File: src/rtl/rlcsp_pkg.sv
package rlcsp_pkg;

  // sizing
  localparam int MAX_BLOCK_BYTES = 64;
  localparam int MAX_LIS         = 32;

  // fixed field widths
  localparam int LEN_W      = 7;
  localparam int CHUNK_W    = 11;
  localparam int OCTET_W    = 8;
  localparam int LI_LEN_W   = 6;
  localparam int LI_CNT_W   = $clog2(MAX_LIS + 1);
  localparam int LI_IDX_W   = $clog2(MAX_LIS);

  localparam logic [LEN_W-1:0]    MAX_DLEN    = LEN_W'(MAX_BLOCK_BYTES);
  localparam logic [LEN_W-1:0]    CFG_RESET   = 7'd20;
  localparam logic [LI_CNT_W-1:0] LI_CNT_FULL = LI_CNT_W'(MAX_LIS);

  // length indicator octet bits
  localparam logic [OCTET_W-1:0] LI_M_BIT  = 8'h02;
  localparam logic [OCTET_W-1:0] LI_E_MASK = 8'hfe;
  localparam logic [OCTET_W-1:0] LI_E_BIT  = 8'h01;

  typedef enum logic {
    OP_APPEND  = 1'b0,
    OP_READOUT = 1'b1
  } op_t;

  typedef enum logic [1:0] {
    ST_NEED_MORE  = 2'd0,
    ST_FILLED     = 2'd1,
    ST_SPACE_LEFT = 2'd2,
    ST_READOUT    = 2'd3
  } status_t;

  // controller to datapath
  typedef struct packed {
    logic capture;   // latch chunk fields of an accepted item
    logic append;    // commit append and load result
    logic rd_first;  // restart readout index
    logic rd_load;   // load one readout octet, advance index
    logic clear;     // empty the block
  } cmd_t;

  // datapath to controller
  typedef struct packed {
    logic li_none;   // no LI octets stored
    logic rd_last;   // readout index is at the last stored octet
  } sts_t;

endpackage

File: src/rtl/rlcsp_if.sv
interface rlcsp_in_if;
  logic                              valid;
  logic                              ready;
  logic                              operation;
  logic [rlcsp_pkg::CHUNK_W-1:0]     chunk_len;
  logic                              final_block;

  modport source (output valid, output operation, output chunk_len, output final_block,
                  input ready);
  modport sink   (input valid, input operation, input chunk_len, input final_block,
                  output ready);
endinterface

interface rlcsp_out_if;
  logic                              valid;
  logic                              ready;
  logic [1:0]                        status;
  logic [rlcsp_pkg::LEN_W-1:0]       taken_count;
  logic [rlcsp_pkg::LEN_W-1:0]       fill_offset;
  logic                              ext_present;
  logic [rlcsp_pkg::OCTET_W-1:0]     li_octet;
  logic                              last_octet;

  modport source (output valid, output status, output taken_count, output fill_offset,
                  output ext_present, output li_octet, output last_octet, input ready);
  modport sink   (input valid, input status, input taken_count, input fill_offset,
                  input ext_present, input li_octet, input last_octet, output ready);
endinterface

File: src/rtl/rlcsp_ctrl.sv
module rlcsp_ctrl (
  input  logic              clk,
  input  logic              rst_n,
  input  logic              in_valid,
  input  logic              in_operation,
  output logic              in_ready,
  output logic              out_valid,
  input  logic              out_ready,
  input  rlcsp_pkg::sts_t   sts,
  output rlcsp_pkg::cmd_t   cmd
);

  typedef enum logic [1:0] {
    S_IDLE,
    S_APPEND,
    S_RD_ADDR,
    S_RD_DATA
  } state_t;

  state_t state_r, state_nxt;
  logic   out_valid_r, out_valid_nxt;
  logic   accept;
  logic   out_free;

  assign in_ready  = (state_r == S_IDLE);
  assign out_valid = out_valid_r;
  assign accept    = in_valid && in_ready;
  assign out_free  = !out_valid_r || out_ready;

  always_comb begin
    state_nxt = state_r;
    cmd       = '0;
    case (state_r)
      S_IDLE: begin
        if (accept) begin
          cmd.capture = 1'b1;
          if (in_operation == rlcsp_pkg::OP_APPEND) begin
            state_nxt = S_APPEND;
          end else if (sts.li_none) begin
            cmd.clear = 1'b1;
          end else begin
            cmd.rd_first = 1'b1;
            state_nxt    = S_RD_ADDR;
          end
        end
      end
      S_APPEND: begin
        if (out_free) begin
          cmd.append = 1'b1;
          state_nxt  = S_IDLE;
        end
      end
      S_RD_ADDR: begin
        state_nxt = S_RD_DATA;
      end
      S_RD_DATA: begin
        if (out_free) begin
          cmd.rd_load = 1'b1;
          if (sts.rd_last) begin
            cmd.clear = 1'b1;
            state_nxt = S_IDLE;
          end else begin
            state_nxt = S_RD_ADDR;
          end
        end
      end
      default: state_nxt = S_IDLE;
    endcase
  end

  always_comb begin
    if (cmd.append || cmd.rd_load) begin
      out_valid_nxt = 1'b1;
    end else if (out_ready) begin
      out_valid_nxt = 1'b0;
    end else begin
      out_valid_nxt = out_valid_r;
    end
  end

  always_ff @(posedge clk) begin
    if (!rst_n) begin
      state_r     <= S_IDLE;
      out_valid_r <= 1'b0;
    end else begin
      state_r     <= state_nxt;
      out_valid_r <= out_valid_nxt;
    end
  end

endmodule

File: src/rtl/rlcsp_dpath.sv
module rlcsp_dpath (
  input  logic                            clk,
  input  logic                            rst_n,
  input  logic                            cfg_we,
  input  logic [rlcsp_pkg::LEN_W-1:0]     cfg_wdata,
  input  logic [rlcsp_pkg::CHUNK_W-1:0]   in_chunk_len,
  input  logic                            in_final_block,
  input  rlcsp_pkg::cmd_t                 cmd,
  output rlcsp_pkg::sts_t                 sts,
  output logic [1:0]                      out_status,
  output logic [rlcsp_pkg::LEN_W-1:0]     out_taken_count,
  output logic [rlcsp_pkg::LEN_W-1:0]     out_fill_offset,
  output logic                            out_ext_present,
  output logic [rlcsp_pkg::OCTET_W-1:0]   out_li_octet,
  output logic                            out_last_octet
);

  // block state
  logic [rlcsp_pkg::LEN_W-1:0]    bdl_r, bdl_nxt;
  logic [rlcsp_pkg::LEN_W-1:0]    fill_pos_r, fill_pos_nxt;
  logic [rlcsp_pkg::LI_CNT_W-1:0] li_total_r, li_total_nxt;
  logic                           ext_r, ext_nxt;
  // newest LI octet lives here, older ones in the store
  logic [rlcsp_pkg::OCTET_W-1:0]  tail_r, tail_nxt;
  logic [rlcsp_pkg::OCTET_W-1:0]  li_mem [rlcsp_pkg::MAX_LIS];
  logic [rlcsp_pkg::OCTET_W-1:0]  rdata_r;
  logic [rlcsp_pkg::LI_IDX_W-1:0] idx_r, idx_nxt;
  logic [rlcsp_pkg::CHUNK_W-1:0]  chunk_r;
  logic                           final_r;

  // result register
  rlcsp_pkg::status_t             o_status_r, o_status_nxt;
  logic [rlcsp_pkg::LEN_W-1:0]    o_taken_r, o_taken_nxt;
  logic [rlcsp_pkg::LEN_W-1:0]    o_fill_r, o_fill_nxt;
  logic                           o_ext_r, o_ext_nxt;
  logic [rlcsp_pkg::OCTET_W-1:0]  o_li_r, o_li_nxt;
  logic                           o_last_r, o_last_nxt;

  // append evaluation
  logic [rlcsp_pkg::LEN_W-1:0]    dlen;
  logic [rlcsp_pkg::LEN_W-1:0]    space;
  logic [rlcsp_pkg::CHUNK_W-1:0]  space_x;
  logic [rlcsp_pkg::LEN_W-1:0]    chunk_s;
  logic                           blk_full, over, fit, has_prev, lis_full;
  logic                           add_li;
  rlcsp_pkg::status_t             a_status;
  logic [rlcsp_pkg::LEN_W-1:0]    a_taken, a_fill;
  logic [rlcsp_pkg::OCTET_W-1:0]  a_tail, new_li;
  logic [rlcsp_pkg::LI_IDX_W-1:0] wr_idx;
  logic [rlcsp_pkg::OCTET_W-1:0]  rd_octet;

  assign dlen     = (int'(bdl_r) > rlcsp_pkg::MAX_BLOCK_BYTES) ? rlcsp_pkg::MAX_DLEN : bdl_r;
  assign blk_full = (fill_pos_r >= dlen);
  assign space    = dlen - fill_pos_r;
  assign space_x  = rlcsp_pkg::CHUNK_W'(space);
  assign chunk_s  = chunk_r[rlcsp_pkg::LEN_W-1:0];
  assign over     = (chunk_r > space_x);
  assign fit      = (chunk_r == space_x);
  assign has_prev = (li_total_r != '0);
  assign lis_full = (li_total_r == rlcsp_pkg::LI_CNT_FULL);
  assign wr_idx   = rlcsp_pkg::LI_IDX_W'(li_total_r - rlcsp_pkg::LI_CNT_W'(1));

  assign sts.li_none = !has_prev;
  assign sts.rd_last = ((rlcsp_pkg::LI_CNT_W'(idx_r) + rlcsp_pkg::LI_CNT_W'(1)) == li_total_r);
  assign rd_octet    = sts.rd_last ? tail_r : rdata_r;

  always_comb begin
    a_status = rlcsp_pkg::ST_FILLED;
    a_taken  = '0;
    a_fill   = fill_pos_r;
    a_tail   = tail_r;
    add_li   = 1'b0;
    new_li   = rlcsp_pkg::LI_E_BIT;
    if (!blk_full) begin
      if (over) begin
        // frame runs on into the next block
        if (has_prev) begin
          a_tail = tail_r | rlcsp_pkg::LI_M_BIT;
        end
        a_taken  = space;
        a_fill   = dlen;
        a_status = rlcsp_pkg::ST_NEED_MORE;
      end else if (fit && final_r) begin
        if (has_prev) begin
          a_tail = tail_r | rlcsp_pkg::LI_E_BIT;
        end
        a_taken  = space;
        a_fill   = dlen;
        a_status = rlcsp_pkg::ST_FILLED;
      end else if (!lis_full) begin
        add_li = 1'b1;
        if (fit) begin
          // LI of zero marks the frame as ending exactly one octet short
          new_li   = rlcsp_pkg::LI_E_BIT;
          a_taken  = space - rlcsp_pkg::LEN_W'(1);
          a_fill   = dlen;
          a_status = rlcsp_pkg::ST_NEED_MORE;
        end else begin
          new_li   = {chunk_r[rlcsp_pkg::LI_LEN_W-1:0], 2'b00} | rlcsp_pkg::LI_E_BIT;
          a_taken  = chunk_s;
          a_fill   = fill_pos_r + rlcsp_pkg::LEN_W'(1) + chunk_s;
          a_status = ((chunk_s + rlcsp_pkg::LEN_W'(1)) < space && !final_r) ?
                     rlcsp_pkg::ST_SPACE_LEFT : rlcsp_pkg::ST_FILLED;
        end
        a_tail = new_li;
      end
    end
  end

  always_comb begin
    bdl_nxt      = cfg_we ? cfg_wdata : bdl_r;
    fill_pos_nxt = fill_pos_r;
    li_total_nxt = li_total_r;
    ext_nxt      = ext_r;
    tail_nxt     = tail_r;
    idx_nxt      = idx_r;
    o_status_nxt = o_status_r;
    o_taken_nxt  = o_taken_r;
    o_fill_nxt   = o_fill_r;
    o_ext_nxt    = o_ext_r;
    o_li_nxt     = o_li_r;
    o_last_nxt   = o_last_r;
    if (cmd.append) begin
      fill_pos_nxt = a_fill;
      tail_nxt     = a_tail;
      if (add_li) begin
        li_total_nxt = li_total_r + rlcsp_pkg::LI_CNT_W'(1);
        ext_nxt      = 1'b1;
      end
      o_status_nxt = a_status;
      o_taken_nxt  = a_taken;
      o_fill_nxt   = a_fill;
      o_ext_nxt    = add_li ? 1'b1 : ext_r;
      o_li_nxt     = '0;
      o_last_nxt   = 1'b0;
    end
    if (cmd.rd_first) begin
      idx_nxt = '0;
    end
    if (cmd.rd_load) begin
      idx_nxt      = idx_r + rlcsp_pkg::LI_IDX_W'(1);
      o_status_nxt = rlcsp_pkg::ST_READOUT;
      o_taken_nxt  = '0;
      o_fill_nxt   = fill_pos_r;
      o_ext_nxt    = ext_r;
      o_li_nxt     = rd_octet;
      o_last_nxt   = sts.rd_last;
    end
    if (cmd.clear) begin
      fill_pos_nxt = '0;
      li_total_nxt = '0;
      ext_nxt      = 1'b0;
    end
  end

  always_ff @(posedge clk) begin
    if (!rst_n) begin
      bdl_r      <= rlcsp_pkg::CFG_RESET;
      fill_pos_r <= '0;
      li_total_r <= '0;
      ext_r      <= 1'b0;
      idx_r      <= '0;
    end else begin
      bdl_r      <= bdl_nxt;
      fill_pos_r <= fill_pos_nxt;
      li_total_r <= li_total_nxt;
      ext_r      <= ext_nxt;
      idx_r      <= idx_nxt;
    end
  end

  always_ff @(posedge clk) begin
    if (cmd.capture) begin
      chunk_r <= in_chunk_len;
      final_r <= in_final_block;
    end
    tail_r     <= tail_nxt;
    o_status_r <= o_status_nxt;
    o_taken_r  <= o_taken_nxt;
    o_fill_r   <= o_fill_nxt;
    o_ext_r    <= o_ext_nxt;
    o_li_r     <= o_li_nxt;
    o_last_r   <= o_last_nxt;
  end

  // LI store: superseded tail octet is written back already linked (E clear, M set)
  always_ff @(posedge clk) begin
    if (cmd.append && add_li && has_prev) begin
      li_mem[wr_idx] <= (tail_r & rlcsp_pkg::LI_E_MASK) | rlcsp_pkg::LI_M_BIT;
    end
    rdata_r <= li_mem[idx_r];
  end

  assign out_status      = o_status_r;
  assign out_taken_count = o_taken_r;
  assign out_fill_offset = o_fill_r;
  assign out_ext_present = o_ext_r;
  assign out_li_octet    = o_li_r;
  assign out_last_octet  = o_last_r;

endmodule

File: src/rtl/rlc_block_segment_packer.sv
// append: item captured, then evaluated and loaded into the result register once that is free; input closed meanwhile
// readout of n LI octets: an address step and a data step per octet, set by the registered read of the LI store
// readout with no LI octets stored: block emptied, no result
// result register frees the input side: a new item is taken while a result waits
// rst_n synchronous active low: block empty, block length register back to 20 octets
module rlc_block_segment_packer (
  input  logic                         clk,
  input  logic                         rst_n,
  rlcsp_in_if.sink                     in_chan,
  rlcsp_out_if.source                  out_chan,
  input  logic                         cfg_we,
  input  logic [rlcsp_pkg::LEN_W-1:0]  cfg_wdata
);

  // command and status between sequencer and datapath
  rlcsp_pkg::cmd_t cmd;
  rlcsp_pkg::sts_t sts;
  logic            in_ready;
  logic            out_valid;

  // sequencer: idle, append evaluation, readout address and data steps
  rlcsp_ctrl u_ctrl (
    .clk          (clk),
    .rst_n        (rst_n),
    .in_valid     (in_chan.valid),
    .in_operation (in_chan.operation),
    .in_ready     (in_ready),
    .out_valid    (out_valid),
    .out_ready    (out_chan.ready),
    .sts          (sts),
    .cmd          (cmd)
  );

  // datapath: fill offset, LI count, tail LI register, LI store and result register
  rlcsp_dpath u_dpath (
    .clk             (clk),
    .rst_n           (rst_n),
    .cfg_we          (cfg_we),
    .cfg_wdata       (cfg_wdata),
    .in_chunk_len    (in_chan.chunk_len),
    .in_final_block  (in_chan.final_block),
    .cmd             (cmd),
    .sts             (sts),
    .out_status      (out_chan.status),
    .out_taken_count (out_chan.taken_count),
    .out_fill_offset (out_chan.fill_offset),
    .out_ext_present (out_chan.ext_present),
    .out_li_octet    (out_chan.li_octet),
    .out_last_octet  (out_chan.last_octet)
  );

  // handshake wiring
  assign in_chan.ready  = in_ready;
  assign out_chan.valid = out_valid;

endmodule

File: src/flat_wrapper.sv
// flat-port wrapper written by rule: the top's interface ports become plain ports
module rlc_block_segment_packer_flat 
  (clk, rst_n, cfg_we, cfg_wdata, in_chan_valid, in_chan_operation, in_chan_chunk_len, in_chan_final_block, in_chan_ready, out_chan_valid, out_chan_status, out_chan_taken_count, out_chan_fill_offset, out_chan_ext_present, out_chan_li_octet, out_chan_last_octet, out_chan_ready);
  rlcsp_in_if in_chan_i ();
  rlcsp_out_if out_chan_i ();
  input  logic clk;
  input  logic rst_n;
  input  logic cfg_we;
  input  logic [rlcsp_pkg::LEN_W-1:0] cfg_wdata;
  input wire logic [$bits(in_chan_i.valid)-1:0] in_chan_valid;
  input wire logic [$bits(in_chan_i.operation)-1:0] in_chan_operation;
  input wire logic [$bits(in_chan_i.chunk_len)-1:0] in_chan_chunk_len;
  input wire logic [$bits(in_chan_i.final_block)-1:0] in_chan_final_block;
  output wire logic [$bits(in_chan_i.ready)-1:0] in_chan_ready;
  output wire logic [$bits(out_chan_i.valid)-1:0] out_chan_valid;
  output wire logic [$bits(out_chan_i.status)-1:0] out_chan_status;
  output wire logic [$bits(out_chan_i.taken_count)-1:0] out_chan_taken_count;
  output wire logic [$bits(out_chan_i.fill_offset)-1:0] out_chan_fill_offset;
  output wire logic [$bits(out_chan_i.ext_present)-1:0] out_chan_ext_present;
  output wire logic [$bits(out_chan_i.li_octet)-1:0] out_chan_li_octet;
  output wire logic [$bits(out_chan_i.last_octet)-1:0] out_chan_last_octet;
  input wire logic [$bits(out_chan_i.ready)-1:0] out_chan_ready;
  assign in_chan_i.valid = in_chan_valid;
  assign in_chan_i.operation = in_chan_operation;
  assign in_chan_i.chunk_len = in_chan_chunk_len;
  assign in_chan_i.final_block = in_chan_final_block;
  assign in_chan_ready = in_chan_i.ready;
  assign out_chan_valid = out_chan_i.valid;
  assign out_chan_status = out_chan_i.status;
  assign out_chan_taken_count = out_chan_i.taken_count;
  assign out_chan_fill_offset = out_chan_i.fill_offset;
  assign out_chan_ext_present = out_chan_i.ext_present;
  assign out_chan_li_octet = out_chan_i.li_octet;
  assign out_chan_last_octet = out_chan_i.last_octet;
  assign out_chan_i.ready = out_chan_ready;
  rlc_block_segment_packer u_core (.clk(clk), .rst_n(rst_n), .in_chan(in_chan_i), .out_chan(out_chan_i), .cfg_we(cfg_we), .cfg_wdata(cfg_wdata));
endmodule
File: config.mk
export PLATFORM = sky130hd
export DESIGN_NAME = rlc_block_segment_packer_flat
export DESIGN_NICKNAME = d
export VERILOG_FILES = /design/src/rtl/rlcsp_pkg.sv /design/src/rtl/rlcsp_if.sv /design/src/rtl/rlcsp_ctrl.sv /design/src/rtl/rlcsp_dpath.sv /design/src/rtl/rlc_block_segment_packer.sv /design/src/flat_wrapper.sv
export SDC_FILE = /design/constraint.sdc
export NUM_CORES = 1
export LEC_CHECK = 0
export BUFFER_PORTS_ARGS = -buffer_cell sky130_fd_sc_hd__clkbuf_2
export CAP_MARGIN = 10
export CORE_UTILIZATION = 55
export CTS_CLUSTER_SIZE = 24
export DETAILED_ROUTE_END_ITERATION = 7
export PLACE_DENSITY = 0.72
export SLEW_MARGIN = 40
export SYNTH_ARGS = -nofsm -noshare
export SYNTH_HDL_FRONTEND = slang
export SYNTH_SLANG_ARGS = --single-unit
File: constraint.sdc
create_clock -name clk -period 5.44 [get_ports clk]
set_input_delay 0.272 -clock clk [delete_from_list [all_inputs] [get_ports clk]]
set_output_delay 0.272 -clock clk [all_outputs]
set_load 0.05 [all_outputs]
# After elaboration in Yosys (flattened, before gate mapping)
# Memory sizes are Yosys's and may differ from the RTL's. A register that Yosys moved wholly into a read port is not among the register bits.
# Cells that the tools add are included.
[word_totals]
ramBits = 192
regBits = 83
out_inout_bits = 28
wordCells = 138
memories = 1
[classes]
n_bitwise = 5
n_eq_ne = 15
n_mux = 65
n_reduce_logical = 20
add_sub_neg = 9
order_cmp = 4
[mem_list]
columns = ["memory", "words", "word_bits", "rd", "rd_ports_with_merged_regs", "wr", "line_no", "source"]
rows = [
  ["u_core.u_dpath.li_mem", 32, 6, 1, 1, 1, "rlcsp_dpath.sv:25", "logic [rlcsp_pkg::OCTET_W-1:0] li_mem [rlcsp_pkg::MAX_LIS];"],
]
[ops]
columns = ["operator", "n"]
rows = [
  ["$mux 7", 13],
  ["$mux 8", 7],
  ["$mux 2", 14],
  ["$mux 1", 27],
  ["$reduce_and 5->1", 3],
  ["$add 7x1->7 const B", 2],
  ["$eq 11x7->1", 1],
  ["$gt 11x7->1", 1],
  ["$mux 5", 2],
  ["$ne 2x2->1 const B", 5],
  ["$pmux 2 s4", 1],
  ["$add 7x7->7", 1],
  ["$ge 7x7->1", 1],
  ["$gt 7x7->1 const B", 1],
  ["$lt 7x7->1", 1],
  ["$sub 7x1->7 const B", 1],
  ["$sub 7x7->7", 1],
  ["$add 5x1->6 const B", 1],
  ["$add 6x1->6 const B", 1],
  ["$eq 6x6->1", 1],
  ["$eq 6x6->1 const B", 1],
  ["$ne 2x1->1 const B", 3],
  ["$reduce_bool 2->1", 3],
  ["$reduce_bool 6->1", 1],
  ["14 further kinds", 25],
]

# Depth between registers and ports, before layout
# Gate-level depths: netlist (run 1).
[logic_depth]
ltp_word = 12
ltp_mapped = 17
ltp_nobuf = 15

# By module
# From an unflattened synthesis (run 1), not the netlist that was laid out.
[hier_totals]
hier_cells = 867
area_unflattened_um2 = 12627.1
[modules_own_cells]
columns = ["mod", "instances", "cells_each", "area_per_inst_um2"]
rows = [
  ["rlcsp_dpath", 1, 834, 12345.6],
  ["rlcsp_ctrl", 1, 33, 281.5],
]

# Least setup slack after synthesis (run 1)
# Ideal clock, no wire load.
[synth_timing]
kind = "register to register"
startpoint = "register u_core.u_dpath.bdl_r[6] (netlist name)"
endpoint = "memory u_core.u_dpath.li_mem[12][0] (netlist name), enable pin"
n_path_buf = 0
path_stages_with_launch = 16
slack_ns = 0.982
period_less_slack_ns = 4.458
arrival_ns = 4.081
required_time_ns = 5.063
path_cell_list = "dfxtp_1 > nor2b_1 > ha_1 > nor2_1 > a21oi_1 > xor2_1 > inv_1 > ha_1 > a21oi_1 > o21ai_0 > maj3_1 > a221oi_1 > o2111ai_1 > nand2_2 > nand2_1 > nor3_1"
[synth_between]
elab_chain_cells = 12
[synth_rtl]
columns = ["element", "line_no", "source"]
rows = [
  ["start, declared", "rlcsp_dpath.sv:19", "logic [rlcsp_pkg::LEN_W-1:0] bdl_r, bdl_nxt;"],
  ["start signal, assigned", "rlcsp_dpath.sv:158", "bdl_r <= rlcsp_pkg::CFG_RESET;"],
  ["start signal, assigned", "rlcsp_dpath.sv:164", "bdl_r <= bdl_nxt;"],
  ["$gt 7x7->1", "rlcsp_dpath.sv:52", "assign dlen = (int'(bdl_r) > rlcsp_pkg::MAX_BLOCK_BYTES) ? rlcsp_pkg::MAX_DLEN : bdl_r;"],
  ["$mux 7 (*)", "rlcsp_dpath.sv:52", ""],
  ["parallel branches: the longest is 5 deep, another holds $gt 11x7->1", "--", ""],
  ["$mux 1 (*)", "rlcsp_dpath.sv:74", "if (!blk_full) begin"],
  ["$logic_and 1x1->1 (*) (2 in a row)", "rlcsp_dpath.sv:188", "if (cmd.append && add_li && has_prev) begin"],
  ["$mux 1 (*)", "rlcsp_dpath.sv:188", ""],
  ["$mux 1 (not written as such) (*)", "rlcsp_dpath.sv:189", "li_mem[wr_idx] <= (tail_r & rlcsp_pkg::LI_E_MASK) | rlcsp_pkg::LI_M_BIT;"],
  ["end, declared", "rlcsp_dpath.sv:25", ""],
]
# Every way passes the cells marked *.

# Worst setup path after layout (run 1)
[layout_timing]
startpoint = "register u_core.u_dpath.bdl_r[6] (netlist name)"
endpoint = "memory u_core.u_dpath.li_mem[9][4] (netlist name), enable pin"
# The elaborated chain is that of the path after synthesis.

==> metrics.cfg, run 1 <==
[route]
vias=7707
top_layer=met4
drt-met1-wl_mm=11.80
wl_mm=28.57
drcViolationCount=12
dr.first_iter.drc_count=746
wire_per_inst_um=23.09
detail-route-antenna-nets=0
dr_wl_met3_mm=2.664
viasPerCell=6.230
drtPass1Iterations=8
route.met2.wl_mm=13.57

[power]
powerDensity_nw_per_um2=421.3
power.switching_w=0.001922
power_w=0.005994
p_seq_share_pct=42.0
vdd_drop_max_mv=0.2567
swShare_pct=32.06
combPwrFrac_pct=26.2
p_int_w=0.004072
p_leak_nw=4.870
p_clk_share_pct=31.8

[logic_synthesis]
yosys_register_bits=272
syn_nets=906
mappedNetlistArea_sq_um=12390
ys_warn_count=0
synth_edf_count=228
synthCells=846
ys_dominant_reg_cell=edfxtp_1
ys_async_sr_fraction_pct=0
avgSynthCellArea_sq_um=14.65
yosysSeqAreaShare_pct=62.35
synthDistinctLibCells=64

[sta]
fmax_ghz=0.2018
finalCritPeriodShare_pct=91.10
slew_headroom_pct=40.68
maxSlewViolCount=0
setup_viol=0
max_slew.worst_pin.slew_ps=889.2
setup_tns_ps=0
rsz0062_at_grt=no
whs_ps=27.23
min_period_ps=4956
finalClockSkew_ps=17.27
hold_viol=0

[floorplanning]
coreArea_sq_um=21960
fp.dieW_um=152.1
dieHeight_um=152.1
fp.dieArea_sq_um=23140
initial_core_util_pct=56.44
rows=54
boundaryPins=53

[clock_tree]
clk_pin_slew_ps=60
cts_max_level=1
cts-buffers-inserted=27
clk_latency_ps=560
cts_root_buf=clkbuf_16
clock_path_buffers=3
post_cts_buffers=0
cts_resized=0
cts_tree=yes
cts_sinks=272

[placed_design]
dpl.hpwl_mm=18.84
post_dp_cell_area_sq_um=13140
gp_congestion=0.9651
port_buffers=52

[layout]
fin_nets=996
drive_above_1_share_pct=22.47
finalInstanceArea_sq_um=14220
areaGrowthSynthToFinish_pct=14.78
n_antenna_cell=0
utilization_pct=64.78

[worst_setup_path]
end_kind=flop
worstPathMaxFanout=10
critPathLaunch=u_core.u_dpath.bdl_r[6]
arrival_ps=5150
worstReg2RegStart=u_core.u_dpath.bdl_r[6]
critical_path_class=flop to flop
required_ps=5630
cp-start-kind=flop

[global_route]
grt_overflow=0
track_usage_pct=25.48
grt_antenna_before_repair=0
grt_pass1_vias=7692
grt_pass1_wl_mm=44.79
grt_max_degree=50

[hold_path]
hold_start=cfg_wdata[6]
holdCritPathClass=input port to flop

[run_status]
status=finished with violations
violations=design-rule violations

[job]
drv_cap=0

==> synthesized netlist by cell type, types with 3 or more instances <==
| master | instances | share of area (%) |
|---|---|---|
| o221ai_1 | 4 | 0.28 |
| nor3b_1 | 3 | 0.18 |
| clkbuf_1 | 34 | 1.0 |
| nor2_1 | 66 | 2.0 |
| mux4_2 | 60 | 11 |
| o2111ai_1 | 3 | 0.21 |
| xnor2_1 | 22 | 1.6 |
| a21oi_1 | 26 | 1.0 |
| nand4_1 | 7 | 0.35 |
| mux2i_1 | 17 | 1.4 |
| o211ai_1 | 6 | 0.36 |
| a31o_2 | 3 | 0.21 |
| or4_1 | 4 | 0.24 |
| nor3_1 | 28 | 1.1 |
| a2111oi_2 | 3 | 0.36 |
| a21o_1 | 7 | 0.42 |
| nand2_1 | 34 | 1.0 |
| buf_1 | 8 | 0.24 |
| nor2b_1 | 16 | 0.81 |
| nand3_1 | 15 | 0.61 |
| maj3_1 | 4 | 0.32 |
| a32oi_1 | 6 | 0.42 |
| inv_1 | 32 | 0.97 |
| o31ai_1 | 4 | 0.24 |
| and2_1 | 9 | 0.45 |
| a2bb2oi_1 | 3 | 0.21 |
| o21ai_0 | 22 | 0.89 |
| ha_1 | 33 | 3.3 |
| mux2_2 | 7 | 0.64 |
| xor2_1 | 8 | 0.57 |
| and3_1 | 5 | 0.25 |
| a22oi_1 | 3 | 0.18 |
| o21bai_1 | 4 | 0.24 |
| o22ai_1 | 5 | 0.25 |
| a31oi_1 | 7 | 0.35 |
| nand2b_1 | 7 | 0.35 |
| dfxtp_1 | 44 | 7.1 |
| or3_1 | 5 | 0.25 |
| edfxtp_1 | 228 | 55 |
| a211oi_1 | 9 | 0.55 |
==> layout by cell type, fill, tap and decap left out, types with 5 or more instances in the layout <==
cell type and n:
edfxtp_1 228, nor2_1 65, mux4_2 60, clkbuf_2 52
dfxtp_1 41, buf_4 35, nand2_1 34, ha_1 33
inv_1 32, nor3_1 28, clkbuf_16 27, a21oi_1 26
xnor2_1 22, o21ai_0 22, mux2i_1 17, dlygate4sd3_1 17
nor2b_1 16, nand3_1 15, a211oi_1 9, and2_1 9
xor2_1 8, nand2b_1 7, a21o_1 7, nand4_1 7
mux2_2 7, a31oi_1 6, o211ai_1 6, a32oi_1 6
o22ai_1 5, and3_1 5, or3_1 5, clkinv_1 5
clkinv_2 5
==> power by group through the flow <==
stage / Sequential, W / Clock (W) / Combinational [W]
floorplan: 0.00276 / 0 / 0.000935
finish: 0.00252 / 0.00191 / 0.00157
detailed placement: 0.00256 / 0 / 0.00154
CTS: 0.00252 / 0.00193 / 0.00155
global placement: 0.00257 / 0 / 0.00150
global route: 0.00253 / 0.00201 / 0.00171
==> layout make-up <==
cell class | instances | area (sq um)
well taps | 280 | 350.3
repair buffers | 105 | 713.2
flip-flops and latches | 272 | 7734
clock buffers | 32 | 704.4
inverters | 32 | 120.1
fillers | 1558 | 7734
multi-input cells | 498 | 4394
clock inverters | 18 | 209.0
==> cells by family after synthesis <==
group | after synthesis | share of synthesized area, %
DFF | 272 | 62.35
and+or+nand+nor | 210 | 8.370
AOI/OAI and AO/OA | 134 | 7.814
muxes | 84 | 12.91
buffers and inverters | 76 | 2.322
adders and majority gates | 39 | 3.978
xor gates and xnor gates | 31 | 2.251
==> sequential cells by signal, summed over array words and instances (netlist names), 6 cells and up <==
signal	cells
u_core.u_dpath.chunk_r	11
u_core.u_dpath.out_taken_count	7
u_core.u_dpath.li_total_r	6
u_core.u_dpath.fill_pos_r	7
u_core.u_dpath.out_li_octet	8
u_core.u_dpath.rdata_r	6
u_core.u_dpath.li_mem	192
u_core.u_dpath.tail_r	7
u_core.u_dpath.out_fill_offset	7
u_core.u_dpath.bdl_r	7
==> worst max-delay path, stage by stage (launching register included) <==
cell,delay [ps]
dfxtp_1,500
nor2b_1,120
ha_1,410
nor2_1,90
a21oi_1,140
xor2_1,400
inv_1,180
ha_1,340
a21oi_1,110
o21ai_0,90
maj3_1,360
a221oi_1,380
o2111ai_1,410
nand2_2,220
nand2_1,330
nor2_1,530
==> worst paths after layout <==
| path | to | slack, ps | depth (start not counted) |
|---|---|---|---|
| worst min register to register | u_core.u_dpath.out_taken_count[5] | 480 | 2 |
| worst min-delay path | u_core.u_dpath.bdl_r[6] | 30 | 3 |
| worst max-delay path | u_core.u_dpath.li_mem[9][4] | 480 | 15 |
| worst max register to register | u_core.u_dpath.li_mem[9][4] | 480 | 15 |
==> per-layer routing <==
layer / global-route usage, % / up-vias
met5: 0 / -
met4: 6.851 / 0
met3: 4.535 / 41
met2: 40.57 / 391
met1: 36.45 / 3801
li1: - / 3474
==> per-stage QoR <==
| step | setup slack [ps] | std cells |
|---|---|---|
| after floorplan | 982.1 | 846 |
| after global placement | 699.7 | 1169 |
| after detailed placement | 571.0 | 1170 |
| after CTS | 546.6 | 1237 |
| after global routing | 114.0 | 1237 |
| final | 484.1 | 1237 |
==> repair_timing <==
item / in CTS / in global routing
hold endpoints to repair: 17 / 0
endpoints found under the setup margin: 0 / 0
hold buffers: 17 / 0
(Power assumes the default switching activity.)
==> inputs of run 2 (changes only) <==
--- a/config.mk
+++ b/config.mk
@@ -11,6 +11,7 @@
 export CTS_CLUSTER_SIZE = 24
 export DETAILED_ROUTE_END_ITERATION = 7
 export PLACE_DENSITY = 0.72
+export RECOVER_POWER = 50
 export SLEW_MARGIN = 40
 export SYNTH_ARGS = -nofsm -noshare
 export SYNTH_HDL_FRONTEND = slang
==> metrics.cfg, run 2 (synthesis results as in run 1) <==
[floorplanning]
fp.dieArea_sq_um=23140  ; unchanged
dieHeight_um=152.1  ; unchanged
initial_core_util_pct=56.44  ; unchanged
coreArea_sq_um=21960  ; unchanged
rows=54  ; unchanged
fp.dieW_um=152.1  ; unchanged
boundaryPins=53  ; unchanged

[layout]
final_common_cell=edfxtp_1  ; unchanged
final_cells=1237  ; unchanged
fin_nets=996  ; unchanged
largest_reg_flops=192  ; unchanged
top_register=u_core.u_dpath.li_mem  ; unchanged
multi_input_area_sq_um=4394  ; unchanged
fillers=1585  ; was 1558
n_antenna_cell=0  ; unchanged
drive_above_1_share_pct=18.81  ; was 22.47%
register_area_sq_um=7734  ; unchanged
final_cell_mix=edfxtp_1 (228), nor2_1 (65), mux4_2 (60), dfxtp_1 (41), clkbuf_1 (39)  ; was edfxtp_1 (228), nor2_1 (65), mux4_2 (60), clkbuf_2 (52), dfxtp_1 (41)
areaGrowthSynthToFinish_pct=14.31  ; was 14.78%

[worst_setup_path]
r2r_cells=15  ; unchanged
worstReg2RegEnd=u_core.u_dpath.li_mem[25][5]  ; was u_core.u_dpath.li_mem[9][4]
arrival_ps=5120  ; was 5150 ps
critPathLaunch=u_core.u_dpath.bdl_r[6]  ; unchanged
cpMaxStageDelayCell=nor2_1  ; unchanged
end_kind=flop  ; unchanged
critical_path_class=flop to flop  ; unchanged
worstPathCellList=nor2b_1 -> ha_1 -> nor2_1 -> a21oi_1 -> xor2_1 -> inv_1 -> ha_1 -> a21oi_1 -> o21ai_0 -> maj3_1 -> a221oi_1 -> o2111ai_1 -> nand2_2 -> nand2_1 -> nor2_1  ; unchanged
cpPeakStageDelay_ps=540  ; was 530 ps
worstReg2RegStart=u_core.u_dpath.bdl_r[6]  ; unchanged
endpoint=u_core.u_dpath.li_mem[25][5]  ; was u_core.u_dpath.li_mem[9][4]
cp-start-kind=flop  ; unchanged
worstPathMaxFanout=10  ; unchanged
r2r_setup_slack_ps=510  ; was 480 ps
required_ps=5630  ; about the same

[sta]
setup_viol=0  ; unchanged
rsz0062_at_grt=no  ; unchanged
maxSlewViolCount=204  ; was 0
fmax_ghz=0.2028  ; was 0.2018 GHz
whs_ps=27.76  ; was 27.23 ps
finalClockSkew_ps=12.35  ; was 17.27 ps
hold_viol=0  ; unchanged
min_period_ps=4932  ; was 4956 ps
finalCritPeriodShare_pct=90.66  ; was 91.10%
setup_tns_ps=0  ; unchanged
slew_headroom_pct=-16.02  ; was 40.68%
max_slew.worst_pin.slew_ps=1740  ; was 889.2 ps
fin_ws_ps=508.4  ; was 484.1 ps

[placed_design]
place_ws_ps=571.0  ; unchanged
port_buffers=52  ; unchanged
gp_congestion=0.9651  ; unchanged
placed_cells=1170  ; unchanged
dpl.hpwl_mm=18.84  ; unchanged

[power]
powerDensity_nw_per_um2=421.8  ; was 421.3 nW/um^2
vdd_drop_max_mv=0.2575  ; was 0.2567 mV
combPwrFrac_pct=26.0  ; was 26.2%
p_int_w=0.004052  ; was 0.004072 W
power.switching_w=0.001923  ; was 0.001922 W
p_clk_share_pct=31.9  ; was 31.8%
p_seq_share_pct=42.1  ; was 42.0%
swShare_pct=32.18  ; was 32.06%
p_leak_nw=4.757  ; was 4.870 nW

[global_route]
track_usage_pct=25.48  ; unchanged
grt_pass1_wl_mm=44.79  ; unchanged
grt_pass1_vias=7692  ; unchanged
grt_max_degree=50  ; unchanged
grt_overflow=0  ; unchanged
grt_antenna_before_repair=0  ; unchanged

[route]
wl_mm=28.56  ; was 28.57 mm
drcViolationCount=12  ; unchanged
detail-route-antenna-nets=0  ; unchanged
wire_per_inst_um=23.09  ; about the same
dr.first_iter.drc_count=778  ; was 746
viasPerCell=6.217  ; was 6.230
drtPass1Iterations=7  ; was 8
vias=7690  ; was 7707

[clock_tree]
cts_tree=yes  ; unchanged
clk_latency_ps=560  ; about the same
cts_sinks=272  ; unchanged
cts_max_level=1  ; unchanged
clock_path_buffers=3  ; unchanged
clk_pin_slew_ps=60  ; about the same
cts-buffers-inserted=27  ; unchanged
cts_root_buf=clkbuf_16  ; unchanged

[hold_path]
holdCritPathClass=input port to flop  ; unchanged

[run_status]
violations=design-rule violations, max-capacitance violations, max-slew violations  ; was design-rule violations
status=finished with violations  ; unchanged

[job]
drv_cap=6  ; was 0

[run 2: cell count changes in the layout (fill, tap and decap cells not counted), sizes merged]
cell    delta
buf        -6
clkbuf     +6
[run 2: through the flow]
stage	area (sq um)	utilization, %	power [W]
after global placement	13110	59.71	0.004067
after floorplan	12390	-	0.003700
after global routing	14170	64.51	0.006235
after detailed placement	13140	59.85	0.004095
final	14170	64.51	0.005975
after CTS	14220	64.78	0.006002
[run 2: layout make-up]
class | count | share of cell area, %
clock buffers | 32 | 4.973
multi-input cells | 498 | 31.02
clock inverters | 18 | 1.475
well taps | 280 | 2.473
repair buffers | 105 | 4.619
flip-flops and latches | 272 | 54.59
inverters | 32 | 0.8479
[run 2: power by group through the flow]
stage          Combinational [W]  Sequential [W]  Clock, W
6_report                 0.00155         0.00252   0.00191
3_5_place_dp             0.00154         0.00256         0
2_1_floorplan           0.000935         0.00276         0
3_3_place_gp             0.00150         0.00257         0
5_1_grt                  0.00169         0.00253   0.00201
4_1_cts                  0.00155         0.00252   0.00193
[run 2: routing by layer]
layer | wire [um] | global-route usage [%] | vias up
met5 | 0 | 0 | -
met4 | 553 | 6.851 | 0
met3 | 2330 | 4.535 | 40
met2 | 13580 | 40.57 | 352
met1 | 12100 | 36.45 | 3826
li1 | - | - | 3472
[run 2: timing repair]
item / in CTS / in global routing
hold buffers: 17 / 0
gates resized for setup: 0 / 0
hold endpoints to repair: 17 / 0
setup buffers: 0 / 0
[run 2: worst min path at each step]
| stage | start | end | cells past startpoint |
|---|---|---|---|
| global route | cfg_wdata[6] | u_core.u_dpath.bdl_r[6] | 3 |
| floorplan | in_chan_chunk_len[0] | u_core.u_dpath.chunk_r[0] | 0 |
| CTS | cfg_wdata[1] | u_core.u_dpath.bdl_r[1] | 3 |
| global placement | in_chan_chunk_len[2] | u_core.u_dpath.chunk_r[2] | 1 |
| detailed placement | in_chan_chunk_len[4] | u_core.u_dpath.chunk_r[4] | 1 |
| finish | cfg_wdata[1] | u_core.u_dpath.bdl_r[1] | 3 |
[run 2: worst max-delay path: cells and delay by family (launching register included)]
kind / cells / cell delay, ps
compound gates: 5 / 1120
xor+xnor: 1 / 380
fa+ha+maj: 3 / 1110
buf+inv: 1 / 170
flops: 1 / 500
simple gates: 5 / 1280
